--- config.mk ---
export PLATFORM = sky130hd
export DESIGN_NAME = switched_cap_filter_programmer_core
export DESIGN_NICKNAME = d
export VERILOG_FILES = /design/src/sv/scfp_pkg.sv /design/src/sv/scfp_divsqrt.sv /design/src/sv/switched_cap_filter_programmer_core.sv
export SDC_FILE = /design/constraint.sdc
export NUM_CORES = 2
export LEC_CHECK = 0
export BUFFER_PORTS_ARGS = -buffer_cell sky130_fd_sc_hd__buf_4
export CAP_MARGIN = 20
export CORE_MARGIN = 8
export CORE_UTILIZATION = 42
export CTS_BUF_LIST = sky130_fd_sc_hd__clkbuf_8 sky130_fd_sc_hd__clkbuf_16
export DETAILED_ROUTE_END_ITERATION = 10
export HOLD_SLACK_MARGIN = 0.12
export PLACE_DENSITY = 0.57
export SLEW_MARGIN = 40
export SYNTH_ARGS = -nofsm -noshare
export SYNTH_HDL_FRONTEND = slang
export SYNTH_HIERARCHICAL = 1
export SYNTH_SLANG_ARGS = --single-unit
--- constraint.sdc ---
create_clock -name clk -period 13.25 [get_ports clk]
set_clock_uncertainty 0.2 [all_clocks]
set_input_delay 1.9875 -clock clk [delete_from_list [all_inputs] [get_ports clk]]
set_output_delay 1.9875 -clock clk [all_outputs]
set_load 0.01 [all_outputs]
--- src/sv/scfp_pkg.sv ---
// Shared types and constants for the switched-cap filter programmer.
package scfp_pkg;

    localparam int F_WORD_MAX = 63;

    // K base constants in Q26
    localparam logic [26:0] HALF_PI_Q26 = 27'd105414357;
    localparam logic [63:0] SQRT2_Q26 = 64'd94906266;
    localparam logic [63:0] HALF_PI_M2_W = (64'd105414357 << 26) / SQRT2_Q26;
    localparam logic [26:0] HALF_PI_M2_Q26 = HALF_PI_M2_W[26:0];

    localparam logic [26:0] F0_CAP = 27'h7FFFFFF;
    localparam logic [22:0] CLOCK_SAT = 23'h7FFFFF;

    localparam logic [22:0] MAX_CLOCK_RST = 23'd4000000;
    localparam logic [15:0] Q_MIN_RST = 16'd128;

    // register index (paddr[2])
    localparam logic REG_MAX_CLOCK = 1'b0;
    localparam logic REG_Q_MIN = 1'b1;

    // request kinds
    localparam logic [1:0] KIND_CENTER = 2'd0;
    localparam logic [1:0] KIND_LOWPASS = 2'd1;
    localparam logic [1:0] KIND_HIGHPASS = 2'd2;
    localparam logic [1:0] KIND_EDGES = 2'd3;

    // mode codes
    localparam logic [1:0] MODE_SQRT2 = 2'd1;
    localparam logic [1:0] MODE_HIGHPASS = 2'd2;

    localparam logic [13:0] QW_NUM_M2 = 14'd9051;
    localparam logic [6:0] QN_MAX = 7'd127;

    localparam int DS_CNT_W = 7;

    typedef struct packed {
        logic [1:0]  kind;
        logic [23:0] freq_a;
        logic [23:0] freq_b;
        logic [15:0] q_value;
        logic [1:0]  work_mode;
        logic        channel;
    } item_t;

    typedef struct packed {
        logic [3:0]  write_addr;
        logic [1:0]  write_data;
        logic [22:0] clock_hz;
        logic        last;
    } result_t;

    typedef enum logic {
        DS_DIV,
        DS_SQRT
    } ds_op_t;

    typedef struct packed {
        logic                start;
        ds_op_t              op;
        logic [63:0]         num;
        logic [33:0]         den;
        logic [DS_CNT_W-1:0] cnt;
    } ds_req_t;

    typedef struct packed {
        logic        done;
        logic [63:0] res;
    } ds_rsp_t;

    typedef enum logic [4:0] {
        ST_IDLE,
        ST_QQ,
        ST_D_START,
        ST_D_WAIT,
        ST_XX,
        ST_S_START,
        ST_S_WAIT,
        ST_R2_START,
        ST_R2_WAIT,
        ST_RT_START,
        ST_RT_WAIT,
        ST_F1_START,
        ST_F1_WAIT,
        ST_F2_MUL,
        ST_F2_GET,
        ST_K3_MUL,
        ST_K3_SQ_START,
        ST_K3_SQ_WAIT,
        ST_K3_DIV_START,
        ST_K3_DIV_WAIT,
        ST_QW,
        ST_QW_MUL,
        ST_QW_START,
        ST_QW_WAIT,
        ST_P_MUL,
        ST_P_GET,
        ST_FS,
        ST_OUT
    } state_t;

endpackage

--- src/sv/scfp_divsqrt.sv ---
// Shared bit-serial divider and integer square root unit.
module scfp_divsqrt (
    input  logic              clk,
    input  logic              rst_n,
    input  scfp_pkg::ds_req_t req,
    output scfp_pkg::ds_rsp_t rsp
);

    logic                          busy_reg, busy_next;
    logic                          done_reg, done_next;
    scfp_pkg::ds_op_t              op_reg, op_next;
    logic [scfp_pkg::DS_CNT_W-1:0] cnt_reg, cnt_next;
    logic [63:0]                   a_reg, a_next;
    logic [63:0]                   b_reg, b_next;
    logic [34:0]                   rem_reg, rem_next;
    logic [33:0]                   den_reg, den_next;

    logic [34:0] rem_sh;
    logic        div_ge;
    logic [4:0]  sq_idx;
    logic [63:0] sq_bit;
    logic [63:0] sq_try;
    logic        sq_ge;

    always_comb
    begin
        rem_sh = {rem_reg[33:0], a_reg[63]};
        div_ge = rem_sh >= {1'b0, den_reg};
        sq_idx = cnt_reg[4:0] - 5'd1;
        sq_bit = 64'd1 << {sq_idx, 1'b0};
        sq_try = b_reg + sq_bit;
        sq_ge = a_reg >= sq_try;

        busy_next = busy_reg;
        done_next = 1'b0;
        op_next = op_reg;
        cnt_next = cnt_reg;
        a_next = a_reg;
        b_next = b_reg;
        rem_next = rem_reg;
        den_next = den_reg;

        if (req.start && !busy_reg)
        begin
            busy_next = 1'b1;
            op_next = req.op;
            cnt_next = req.cnt;
            a_next = req.num;
            b_next = '0;
            rem_next = '0;
            den_next = req.den;
        end
        else if (busy_reg)
        begin
            case (op_reg)
                scfp_pkg::DS_DIV:
                begin
                    // restoring divide: quotient bits shift in as dividend shifts out
                    rem_next = div_ge ? (rem_sh - {1'b0, den_reg}) : rem_sh;
                    a_next = {a_reg[62:0], div_ge};
                end
                scfp_pkg::DS_SQRT:
                begin
                    if (sq_ge)
                    begin
                        a_next = a_reg - sq_try;
                        b_next = (b_reg >> 1) + sq_bit;
                    end
                    else
                    begin
                        b_next = b_reg >> 1;
                    end
                end
                default:
                begin
                    a_next = a_reg;
                end
            endcase
            cnt_next = cnt_reg - 1'b1;
            if (cnt_reg == scfp_pkg::DS_CNT_W'(1))
            begin
                busy_next = 1'b0;
                done_next = 1'b1;
            end
        end
    end

    always_ff @(posedge clk or negedge rst_n)
    begin
        if (!rst_n)
        begin
            busy_reg <= 1'b0;
            done_reg <= 1'b0;
            cnt_reg <= '0;
        end
        else
        begin
            busy_reg <= busy_next;
            done_reg <= done_next;
            cnt_reg <= cnt_next;
        end
    end

    always_ff @(posedge clk)
    begin
        op_reg <= op_next;
        a_reg <= a_next;
        b_reg <= b_next;
        rem_reg <= rem_next;
        den_reg <= den_next;
    end

    assign rsp.done = done_reg;
    assign rsp.res = (op_reg == scfp_pkg::DS_SQRT) ? b_reg : a_reg;

endmodule

--- src/sv/switched_cap_filter_programmer_core.sv ---
// Top level: request sequencer, shared multiplier, F search and register port.
// Divides and square roots run in the shared divide/sqrt unit, one bit per cycle. Eight
// result beats follow back to back and busy stays high to the last. Results cannot be stalled.
// Reset (rst_n low, async) returns to idle and loads max_clock_hz = 4000000, q_min = 128.
module switched_cap_filter_programmer_core (
    input  logic              clk,
    input  logic              rst_n,
    input  logic              psel,
    input  logic              penable,
    input  logic              pwrite,
    input  logic [2:0]        paddr,
    input  logic [31:0]       pwdata,
    output logic [31:0]       prdata,
    output logic              pready,
    input  logic              start,
    input  scfp_pkg::item_t   item,
    output logic              busy,
    output logic              strobe,
    output scfp_pkg::result_t result
);

    localparam logic [22:0] QN_MAX_SH = {scfp_pkg::QN_MAX, 16'b0};

    scfp_pkg::state_t  state_reg, state_next;
    scfp_pkg::item_t   in_reg, in_next;
    logic [1:0]        mode_reg, mode_next;
    logic [15:0]       q_reg, q_next;
    logic [15:0]       qe_reg, qe_next;
    logic              neg_reg, neg_next;
    logic [31:0]       ax_reg, ax_next;
    logic [32:0]       sum_reg, sum_next;
    logic [31:0]       r2_reg, r2_next;
    logic [31:0]       ratio_reg, ratio_next;
    logic [36:0]       f0_reg, f0_next;
    logic [6:0]        qn_reg, qn_next;
    logic [53:0]       p_reg, p_next;
    logic [61:0]       acc_reg, acc_next;
    logic [61:0]       best_reg, best_next;
    logic [5:0]        f_reg, f_next;
    logic [5:0]        fword_reg, fword_next;
    logic [2:0]        k_reg, k_next;
    logic [63:0]       mul_reg;
    logic [22:0]       max_clock_reg;
    logic [15:0]       q_min_reg;

    logic [31:0]       mul_a, mul_b;
    scfp_pkg::ds_req_t ds_req;
    scfp_pkg::ds_rsp_t ds_rsp;

    logic [31:0] d_val;
    logic [32:0] s_sum;
    logic [15:0] q_one;
    logic [15:0] q_eff;
    logic [23:0] v_raw, v_clamp, v_round;
    logic [26:0] fc;
    logic [26:0] k_base;
    logic [61:0] p_ext;
    logic [56:0] limit;
    logic [27:0] clk_full;
    logic [22:0] clk_sat;
    logic [1:0]  data_sel;
    logic        accept;

    assign accept = start && (state_reg == scfp_pkg::ST_IDLE);

    scfp_divsqrt u_ds (
        .clk   (clk),
        .rst_n (rst_n),
        .req   (ds_req),
        .rsp   (ds_rsp)
    );

    always_comb
    begin
        d_val = ds_rsp.res[31:0];
        s_sum = {1'b0, ax_reg} + {1'b0, ds_rsp.res[31:0]};
        q_one = (in_reg.q_value == 16'd0) ? 16'd1 : in_reg.q_value;
        q_eff = (q_reg < q_min_reg) ? q_min_reg : q_reg;
        v_raw = 24'h800000 - {1'b0, ds_rsp.res[22:0]};
        if (|ds_rsp.res[63:23])
        begin
            v_raw = '0;
        end
        v_clamp = (v_raw > {1'b0, QN_MAX_SH}) ? {1'b0, QN_MAX_SH} : v_raw;
        v_round = v_clamp + 24'h008000;
        fc = (f0_reg > {10'b0, scfp_pkg::F0_CAP}) ? scfp_pkg::F0_CAP : f0_reg[26:0];
        k_base = (mode_reg == scfp_pkg::MODE_SQRT2) ? scfp_pkg::HALF_PI_M2_Q26
                                                     : scfp_pkg::HALF_PI_Q26;
        p_ext = {8'b0, mul_reg[53:0]};
        limit = {max_clock_reg, 34'b0};
        clk_full = best_reg[61:34];
        clk_sat = (clk_full > {5'b0, scfp_pkg::CLOCK_SAT}) ? scfp_pkg::CLOCK_SAT
                                                           : clk_full[22:0];
    end

    always_comb
    begin
        state_next = state_reg;
        in_next = in_reg;
        mode_next = mode_reg;
        q_next = q_reg;
        qe_next = qe_reg;
        neg_next = neg_reg;
        ax_next = ax_reg;
        sum_next = sum_reg;
        r2_next = r2_reg;
        ratio_next = ratio_reg;
        f0_next = f0_reg;
        qn_next = qn_reg;
        p_next = p_reg;
        acc_next = acc_reg;
        best_next = best_reg;
        f_next = f_reg;
        fword_next = fword_reg;
        k_next = k_reg;
        mul_a = '0;
        mul_b = '0;
        ds_req.start = 1'b0;
        ds_req.op = scfp_pkg::DS_DIV;
        ds_req.num = '0;
        ds_req.den = '0;
        ds_req.cnt = '0;

        case (state_reg)
            scfp_pkg::ST_IDLE:
            begin
                if (accept)
                begin
                    in_next = item;
                    q_next = item.q_value;
                    mode_next = (item.kind == scfp_pkg::KIND_HIGHPASS) ?
                                scfp_pkg::MODE_HIGHPASS : item.work_mode;
                    case (item.kind)
                        scfp_pkg::KIND_CENTER:
                        begin
                            f0_next = {9'b0, item.freq_a, 4'b0};
                            state_next = scfp_pkg::ST_QW;
                        end
                        scfp_pkg::KIND_EDGES:
                            state_next = scfp_pkg::ST_K3_MUL;
                        default:
                            state_next = scfp_pkg::ST_QQ;
                    endcase
                end
            end
            scfp_pkg::ST_QQ:
            begin
                mul_a = {16'b0, q_one};
                mul_b = {16'b0, q_one};
                state_next = scfp_pkg::ST_D_START;
            end
            scfp_pkg::ST_D_START:
            begin
                // 2^31 / q^2, 32 quotient bits
                ds_req.start = 1'b1;
                ds_req.num = 64'h8000_0000_0000_0000;
                ds_req.den = {2'b0, mul_reg[31:0]};
                ds_req.cnt = scfp_pkg::DS_CNT_W'(32);
                state_next = scfp_pkg::ST_D_WAIT;
            end
            scfp_pkg::ST_D_WAIT:
            begin
                if (ds_rsp.done)
                begin
                    neg_next = d_val > 32'd65536;
                    ax_next = (d_val > 32'd65536) ? (d_val - 32'd65536)
                                                   : (32'd65536 - d_val);
                    state_next = scfp_pkg::ST_XX;
                end
            end
            scfp_pkg::ST_XX:
            begin
                mul_a = ax_reg;
                mul_b = ax_reg;
                state_next = scfp_pkg::ST_S_START;
            end
            scfp_pkg::ST_S_START:
            begin
                ds_req.start = 1'b1;
                ds_req.op = scfp_pkg::DS_SQRT;
                ds_req.num = mul_reg + 64'h1_0000_0000;
                ds_req.cnt = scfp_pkg::DS_CNT_W'(32);
                state_next = scfp_pkg::ST_S_WAIT;
            end
            scfp_pkg::ST_S_WAIT:
            begin
                if (ds_rsp.done)
                begin
                    sum_next = s_sum;
                    if (neg_reg)
                    begin
                        state_next = scfp_pkg::ST_R2_START;
                    end
                    else
                    begin
                        r2_next = {s_sum[17:0], 14'b0};
                        state_next = scfp_pkg::ST_RT_START;
                    end
                end
            end
            scfp_pkg::ST_R2_START:
            begin
                // 2^46 / (s + |x|), 47 quotient bits
                ds_req.start = 1'b1;
                ds_req.num = 64'h8000_0000_0000_0000;
                ds_req.den = {1'b0, sum_reg};
                ds_req.cnt = scfp_pkg::DS_CNT_W'(47);
                state_next = scfp_pkg::ST_R2_WAIT;
            end
            scfp_pkg::ST_R2_WAIT:
            begin
                if (ds_rsp.done)
                begin
                    r2_next = ds_rsp.res[31:0];
                    state_next = scfp_pkg::ST_RT_START;
                end
            end
            scfp_pkg::ST_RT_START:
            begin
                ds_req.start = 1'b1;
                ds_req.op = scfp_pkg::DS_SQRT;
                ds_req.num = {2'b0, r2_reg, 30'b0};
                ds_req.cnt = scfp_pkg::DS_CNT_W'(32);
                state_next = scfp_pkg::ST_RT_WAIT;
            end
            scfp_pkg::ST_RT_WAIT:
            begin
                if (ds_rsp.done)
                begin
                    ratio_next = ds_rsp.res[31:0];
                    state_next = (in_reg.kind == scfp_pkg::KIND_LOWPASS) ?
                                 scfp_pkg::ST_F1_START : scfp_pkg::ST_F2_MUL;
                end
            end
            scfp_pkg::ST_F1_START:
            begin
                // (fa << 34) / ratio, 58 quotient bits
                ds_req.start = 1'b1;
                ds_req.num = {in_reg.freq_a, 40'b0};
                ds_req.den = {2'b0, ratio_reg};
                ds_req.cnt = scfp_pkg::DS_CNT_W'(58);
                state_next = scfp_pkg::ST_F1_WAIT;
            end
            scfp_pkg::ST_F1_WAIT:
            begin
                if (ds_rsp.done)
                begin
                    f0_next = ds_rsp.res[36:0];
                    state_next = scfp_pkg::ST_QW;
                end
            end
            scfp_pkg::ST_F2_MUL:
            begin
                mul_a = {8'b0, in_reg.freq_a};
                mul_b = ratio_reg;
                state_next = scfp_pkg::ST_F2_GET;
            end
            scfp_pkg::ST_F2_GET:
            begin
                f0_next = mul_reg[62:26];
                state_next = scfp_pkg::ST_QW;
            end
            scfp_pkg::ST_K3_MUL:
            begin
                mul_a = {8'b0, in_reg.freq_a};
                mul_b = {8'b0, in_reg.freq_b};
                state_next = scfp_pkg::ST_K3_SQ_START;
            end
            scfp_pkg::ST_K3_SQ_START:
            begin
                ds_req.start = 1'b1;
                ds_req.op = scfp_pkg::DS_SQRT;
                ds_req.num = {mul_reg[55:0], 8'b0};
                ds_req.cnt = scfp_pkg::DS_CNT_W'(32);
                state_next = scfp_pkg::ST_K3_SQ_WAIT;
            end
            scfp_pkg::ST_K3_SQ_WAIT:
            begin
                if (ds_rsp.done)
                begin
                    f0_next = ds_rsp.res[36:0];
                    if (in_reg.freq_b == in_reg.freq_a)
                    begin
                        // infinite Q
                        qn_next = scfp_pkg::QN_MAX;
                        state_next = scfp_pkg::ST_P_MUL;
                    end
                    else if (in_reg.freq_b < in_reg.freq_a)
                    begin
                        q_next = '0;
                        state_next = scfp_pkg::ST_QW;
                    end
                    else
                    begin
                        state_next = scfp_pkg::ST_K3_DIV_START;
                    end
                end
            end
            scfp_pkg::ST_K3_DIV_START:
            begin
                // f0*16 / (fb - fa), 33 quotient bits
                ds_req.start = 1'b1;
                ds_req.num = {f0_reg[28:0], 35'b0};
                ds_req.den = {10'b0, in_reg.freq_b - in_reg.freq_a};
                ds_req.cnt = scfp_pkg::DS_CNT_W'(33);
                state_next = scfp_pkg::ST_K3_DIV_WAIT;
            end
            scfp_pkg::ST_K3_DIV_WAIT:
            begin
                if (ds_rsp.done)
                begin
                    q_next = (|ds_rsp.res[63:16]) ? 16'hFFFF : ds_rsp.res[15:0];
                    state_next = scfp_pkg::ST_QW;
                end
            end
            scfp_pkg::ST_QW:
            begin
                qe_next = q_eff;
                if (q_eff == 16'd0)
                begin
                    qn_next = '0;
                    state_next = scfp_pkg::ST_P_MUL;
                end
                else
                begin
                    state_next = scfp_pkg::ST_QW_MUL;
                end
            end
            scfp_pkg::ST_QW_MUL:
            begin
                mul_a = 32'd100;
                mul_b = {16'b0, qe_reg};
                state_next = scfp_pkg::ST_QW_START;
            end
            scfp_pkg::ST_QW_START:
            begin
                // t = c * 2^24 / q, 38 quotient bits
                ds_req.start = 1'b1;
                ds_req.cnt = scfp_pkg::DS_CNT_W'(38);
                if (mode_reg == scfp_pkg::MODE_SQRT2)
                begin
                    ds_req.num = {scfp_pkg::QW_NUM_M2, 50'b0};
                    ds_req.den = mul_reg[33:0];
                end
                else
                begin
                    ds_req.num = 64'h0100_0000_0000_0000;
                    ds_req.den = {18'b0, qe_reg};
                end
                state_next = scfp_pkg::ST_QW_WAIT;
            end
            scfp_pkg::ST_QW_WAIT:
            begin
                if (ds_rsp.done)
                begin
                    qn_next = v_round[22:16];
                    state_next = scfp_pkg::ST_P_MUL;
                end
            end
            scfp_pkg::ST_P_MUL:
            begin
                mul_a = {5'b0, k_base};
                mul_b = {5'b0, fc};
                state_next = scfp_pkg::ST_P_GET;
            end
            scfp_pkg::ST_P_GET:
            begin
                // K(0)*fc = 26 * base * fc
                p_next = mul_reg[53:0];
                acc_next = (p_ext << 4) + (p_ext << 3) + (p_ext << 1);
                best_next = (p_ext << 4) + (p_ext << 3) + (p_ext << 1);
                f_next = '0;
                fword_next = '0;
                state_next = scfp_pkg::ST_FS;
            end
            scfp_pkg::ST_FS:
            begin
                if (acc_reg <= {5'b0, limit})
                begin
                    fword_next = f_reg;
                    best_next = acc_reg;
                    if (f_reg == 6'(scfp_pkg::F_WORD_MAX))
                    begin
                        k_next = '0;
                        state_next = scfp_pkg::ST_OUT;
                    end
                    else
                    begin
                        acc_next = acc_reg + {8'b0, p_reg};
                        f_next = f_reg + 6'd1;
                    end
                end
                else
                begin
                    k_next = '0;
                    state_next = scfp_pkg::ST_OUT;
                end
            end
            scfp_pkg::ST_OUT:
            begin
                k_next = k_reg + 3'd1;
                if (k_reg == 3'd7)
                begin
                    state_next = scfp_pkg::ST_IDLE;
                end
            end
            default:
                state_next = scfp_pkg::ST_IDLE;
        endcase
    end

    always_comb
    begin
        case (k_reg)
            3'd0: data_sel = mode_reg;
            3'd1: data_sel = fword_reg[1:0];
            3'd2: data_sel = fword_reg[3:2];
            3'd3: data_sel = fword_reg[5:4];
            3'd4: data_sel = qn_reg[1:0];
            3'd5: data_sel = qn_reg[3:2];
            3'd6: data_sel = qn_reg[5:4];
            default: data_sel = {1'b0, qn_reg[6]};
        endcase
    end

    always_ff @(posedge clk or negedge rst_n)
    begin
        if (!rst_n)
        begin
            state_reg <= scfp_pkg::ST_IDLE;
            k_reg <= '0;
        end
        else
        begin
            state_reg <= state_next;
            k_reg <= k_next;
        end
    end

    always_ff @(posedge clk)
    begin
        in_reg <= in_next;
        mode_reg <= mode_next;
        q_reg <= q_next;
        qe_reg <= qe_next;
        neg_reg <= neg_next;
        ax_reg <= ax_next;
        sum_reg <= sum_next;
        r2_reg <= r2_next;
        ratio_reg <= ratio_next;
        f0_reg <= f0_next;
        qn_reg <= qn_next;
        p_reg <= p_next;
        acc_reg <= acc_next;
        best_reg <= best_next;
        f_reg <= f_next;
        fword_reg <= fword_next;
        mul_reg <= mul_a * mul_b;
    end

    // register port
    always_ff @(posedge clk or negedge rst_n)
    begin
        if (!rst_n)
        begin
            max_clock_reg <= scfp_pkg::MAX_CLOCK_RST;
            q_min_reg <= scfp_pkg::Q_MIN_RST;
        end
        else if (psel && penable && pwrite)
        begin
            if (paddr[2] == scfp_pkg::REG_MAX_CLOCK)
            begin
                max_clock_reg <= pwdata[22:0];
            end
            else
            begin
                q_min_reg <= pwdata[15:0];
            end
        end
    end

    assign prdata = (paddr[2] == scfp_pkg::REG_Q_MIN) ? {16'b0, q_min_reg}
                                                      : {9'b0, max_clock_reg};
    assign pready = 1'b1;

    assign busy = (state_reg != scfp_pkg::ST_IDLE);
    assign strobe = (state_reg == scfp_pkg::ST_OUT);
    assign result.write_addr = {in_reg.channel, k_reg};
    assign result.write_data = data_sel;
    assign result.clock_hz = clk_sat;
    assign result.last = (k_reg == 3'd7);

endmodule

==> impl_metrics.env <==
export IMPL_hp_class="flip-flop to flip-flop"
export IMPL_power_share_clock_pct=13.9
export IMPL_post_route_min_period_ns=11.43
export IMPL_critPathArrivalTime_ns=11.87
export IMPL_dieArea_mm2=0.224
export IMPL_post_cts_buffers=0
export IMPL_final_cells=12600
export IMPL_cts_tree="done"
export IMPL_setup_viol=0
export IMPL_status="completed"
export IMPL_hold_viol=0
export IMPL_grt_max_degree=129
export IMPL_slew_violations=0
export IMPL_place_congestion=1.02
export IMPL_cts_buffers=87
export IMPL_p_sw_share_pct=52.4
export IMPL_grtUsageTotal_pct=30.5
export IMPL_largest_reg_flops=66
export IMPL_clk_pin_slew_worst_paths_ns=0.06
export IMPL_top_layer="met5"
export IMPL_seq_area_frac_synth_pct=23.5
export IMPL_start_util_pct=42.3
export IMPL_ant_nets=0
export IMPL_pin_count=175
export IMPL_setup_ws_ns=1.82
export IMPL_leakage_nw=42.8
export IMPL_whs_path_depth=2
export IMPL_worst_setup_path_type="flip-flop to flip-flop"
export IMPL_drt_met1_wl_um=142000
export IMPL_syn_avg_cell_area_um2=8.95
export IMPL_synth_edf_count=530
export IMPL_ctsResizeCount=0
export IMPL_synth_seq_cells=748
export IMPL_h_tree_depth=3
export IMPL_rows=167
export IMPL_port_buffers=153
export IMPL_synth_area_mm2=0.0877
export IMPL_viasPerCell=5.98
export IMPL_num_nets_final=11500
export IMPL_r2r_cells=31
export IMPL_route_detailed_drc=0
export IMPL_p_per_area_mw_per_mm2=197
export IMPL_first_pass_iters=9
export IMPL_fin_crit_sh_pct=86.2
export IMPL_dpl_hpwl_um=275000
export IMPL_pre_cts_ws_ns=1.71
export IMPL_drt_initial_drc_count=8904
export IMPL_tns_ns=0
export IMPL_vias=75500
export IMPL_wl_um=351000
export IMPL_endpoint_kind="flip-flop"
export IMPL_p_sw_w=0.00991
export IMPL_fp_dieH_um=473
export IMPL_wl_met2_um=149000
export IMPL_yosys_warnings=6
export IMPL_layout_common_cells="1,222 x nand2_1, 1,182 x inv_1, 953 x fa_1, 933 x nor2_1, 673 x ha_1"
export IMPL_critPathLaunchType="flip-flop"
export IMPL_gr_total_overflow=0
export IMPL_slowest_delay_ns=0.68
export IMPL_grt_pass1_vias=73800
export IMPL_vdd_ir_drop_max_mv=0.147
export IMPL_async_flop_share_pct=7.49
export IMPL_slowest_stage="and2_2"
export IMPL_met3RoutedLength_um=34100
export IMPL_rsz0062_at_grt="false"
export IMPL_clockBufferDepth=3
export IMPL_grt_pass1_wl_um=507000
export IMPL_slew_headroom_pct=34.5
export IMPL_worst_slew_pin_transition_ns=0.982
export IMPL_fin_area_mm2=0.0957
export IMPL_comb_power_share_pct=64.4
export IMPL_clkLatencyLatePin_ns=0.75
export IMPL_maxCapViolations=0
export IMPL_antenna_found_initial=29
export IMPL_coreArea_mm2=0.207
export IMPL_dp_cells=12400
export IMPL_max_freq_mhz=87.5
export IMPL_wl_per_cell_um=27.8
export IMPL_sequentialPowerShare_pct=21.7
export IMPL_drive_gt1_share_pct=8.55
export IMPL_postSynthCellCount=9791
export IMPL_synth_cell_types=118
export IMPL_crit_required_ns=13.70
export IMPL_cts_sinks=748
export IMPL_postPlaceCellArea_mm2=0.0926
export IMPL_synthFlopType="edfxtp_1"
export IMPL_area_growth_syn_to_layout_pct=9.19
export IMPL_crit_top_cell="fa_1"
export IMPL_final_common_cell="nand2_1"
export IMPL_p_int_w=0.00899
export IMPL_hold_buffers=0
export IMPL_crit_path_max_fanout=33
export IMPL_die_x_um=473
export IMPL_power_total_w=0.0189
export IMPL_cts_root_buf="clkbuf_16"
## routing by layer
layer / global-route usage [%] / vias to the layer above
met3: 6.52 / 929
met5: 0 / -
li1: - / 33100
met1: 40.6 / 37500
met2: 45.9 / 3927
met4: 17.6 / 12
## stage by stage
| stage | hold slack, ns | util, % |
|---|---|---|
| 2_1_floorplan | 0.253 | - |
| 3_3_place_gp | 0.275 | 44.5 |
| 3_5_place_dp | 0.293 | 44.7 |
| 4_1_cts | 0.302 | 46.1 |
| 5_1_grt | 0.325 | 46.2 |
| 6_report | 0.302 | 46.2 |
## kinds of logic after synthesis
kind of cell	after synthesis	share of synthesized area, %
and+or+nand+nor	2942	14.6
AOI/OAI and AO/OA	2089	15.6
other	2	0.00857
adders and majority gates	1629	31.4
DFF	748	23.5
xor gates and xnor gates	477	4.77
muxes	225	2.75
buffers and inverters	1679	7.40
## cell type report
type / instances / area [µm²]
clock buffer: 98 / 2380
fill: 20100 / 112000
antenna: 8 / 20.0
clock inverter: 65 / 684
sequential: 748 / 20600
inverter: 1168 / 4390
tap: 2788 / 3490
timing repair buffer: 372 / 2940
multi-input combinational: 7373 / 61200
## synthesized netlist by cell type (126+ instances only)
library cell  instances  area [µm²]
nor2_1              953        3580
mux2_2              126        1420
clkbuf_1            429        1610
edfxtp_1            530       15900
ha_1                673        8420
dfxtp_1             162        3240
a21oi_1             549        2750
nand2_1            1233        4630
xor2_1              207        1810
nand3_1             130         651
inv_1              1163        4370
fa_1                953       19100
a21o_1              221        1660
xnor2_1             270        2360
o21ai_0             435        2180
## power by group through the flow
stage | logic [W] | registers, W | clock network [W]
2_1_floorplan | 0.00804 | 0.00371 | 0
3_3_place_gp | 0.0117 | 0.00410 | 0
3_5_place_dp | 0.0118 | 0.00410 | 0
4_1_cts | 0.0119 | 0.00406 | 0.00266
5_1_grt | 0.0131 | 0.00414 | 0.00274
6_report | 0.0122 | 0.00410 | 0.00263
## worst paths after layout
kind | from | endpoint | slack [ns]
min in group asynchronous | rst_n | u_ds/cnt_reg[5] | 0.90
setup reg to reg | in_reg[11] | mul_reg[63] | 1.82
setup / recovery | in_reg[11] | mul_reg[63] | 1.82
hold / removal | u_ds/rem_reg[5] | u_ds/rem_reg[5] | 0.30
max in group asynchronous | rst_n | max_clock_reg[17] | 10.91
hold reg to reg | u_ds/rem_reg[5] | u_ds/rem_reg[5] | 0.30
## worst max-delay path, delay by kind of cell, from the launching register on
| kind | cells | cell delay [ns] |
|---|---|---|
| buffers and inverters | 5 | 0.51 |
| AOI/OAI and AO/OA | 8 | 3.08 |
| and+or+nand+nor | 8 | 2.37 |
| xor gates and xnor gates | 1 | 0.13 |
| DFF | 1 | 0.60 |
| adders and majority gates | 9 | 4.38 |
Note: power is estimated with default switching activity, not from simulation.
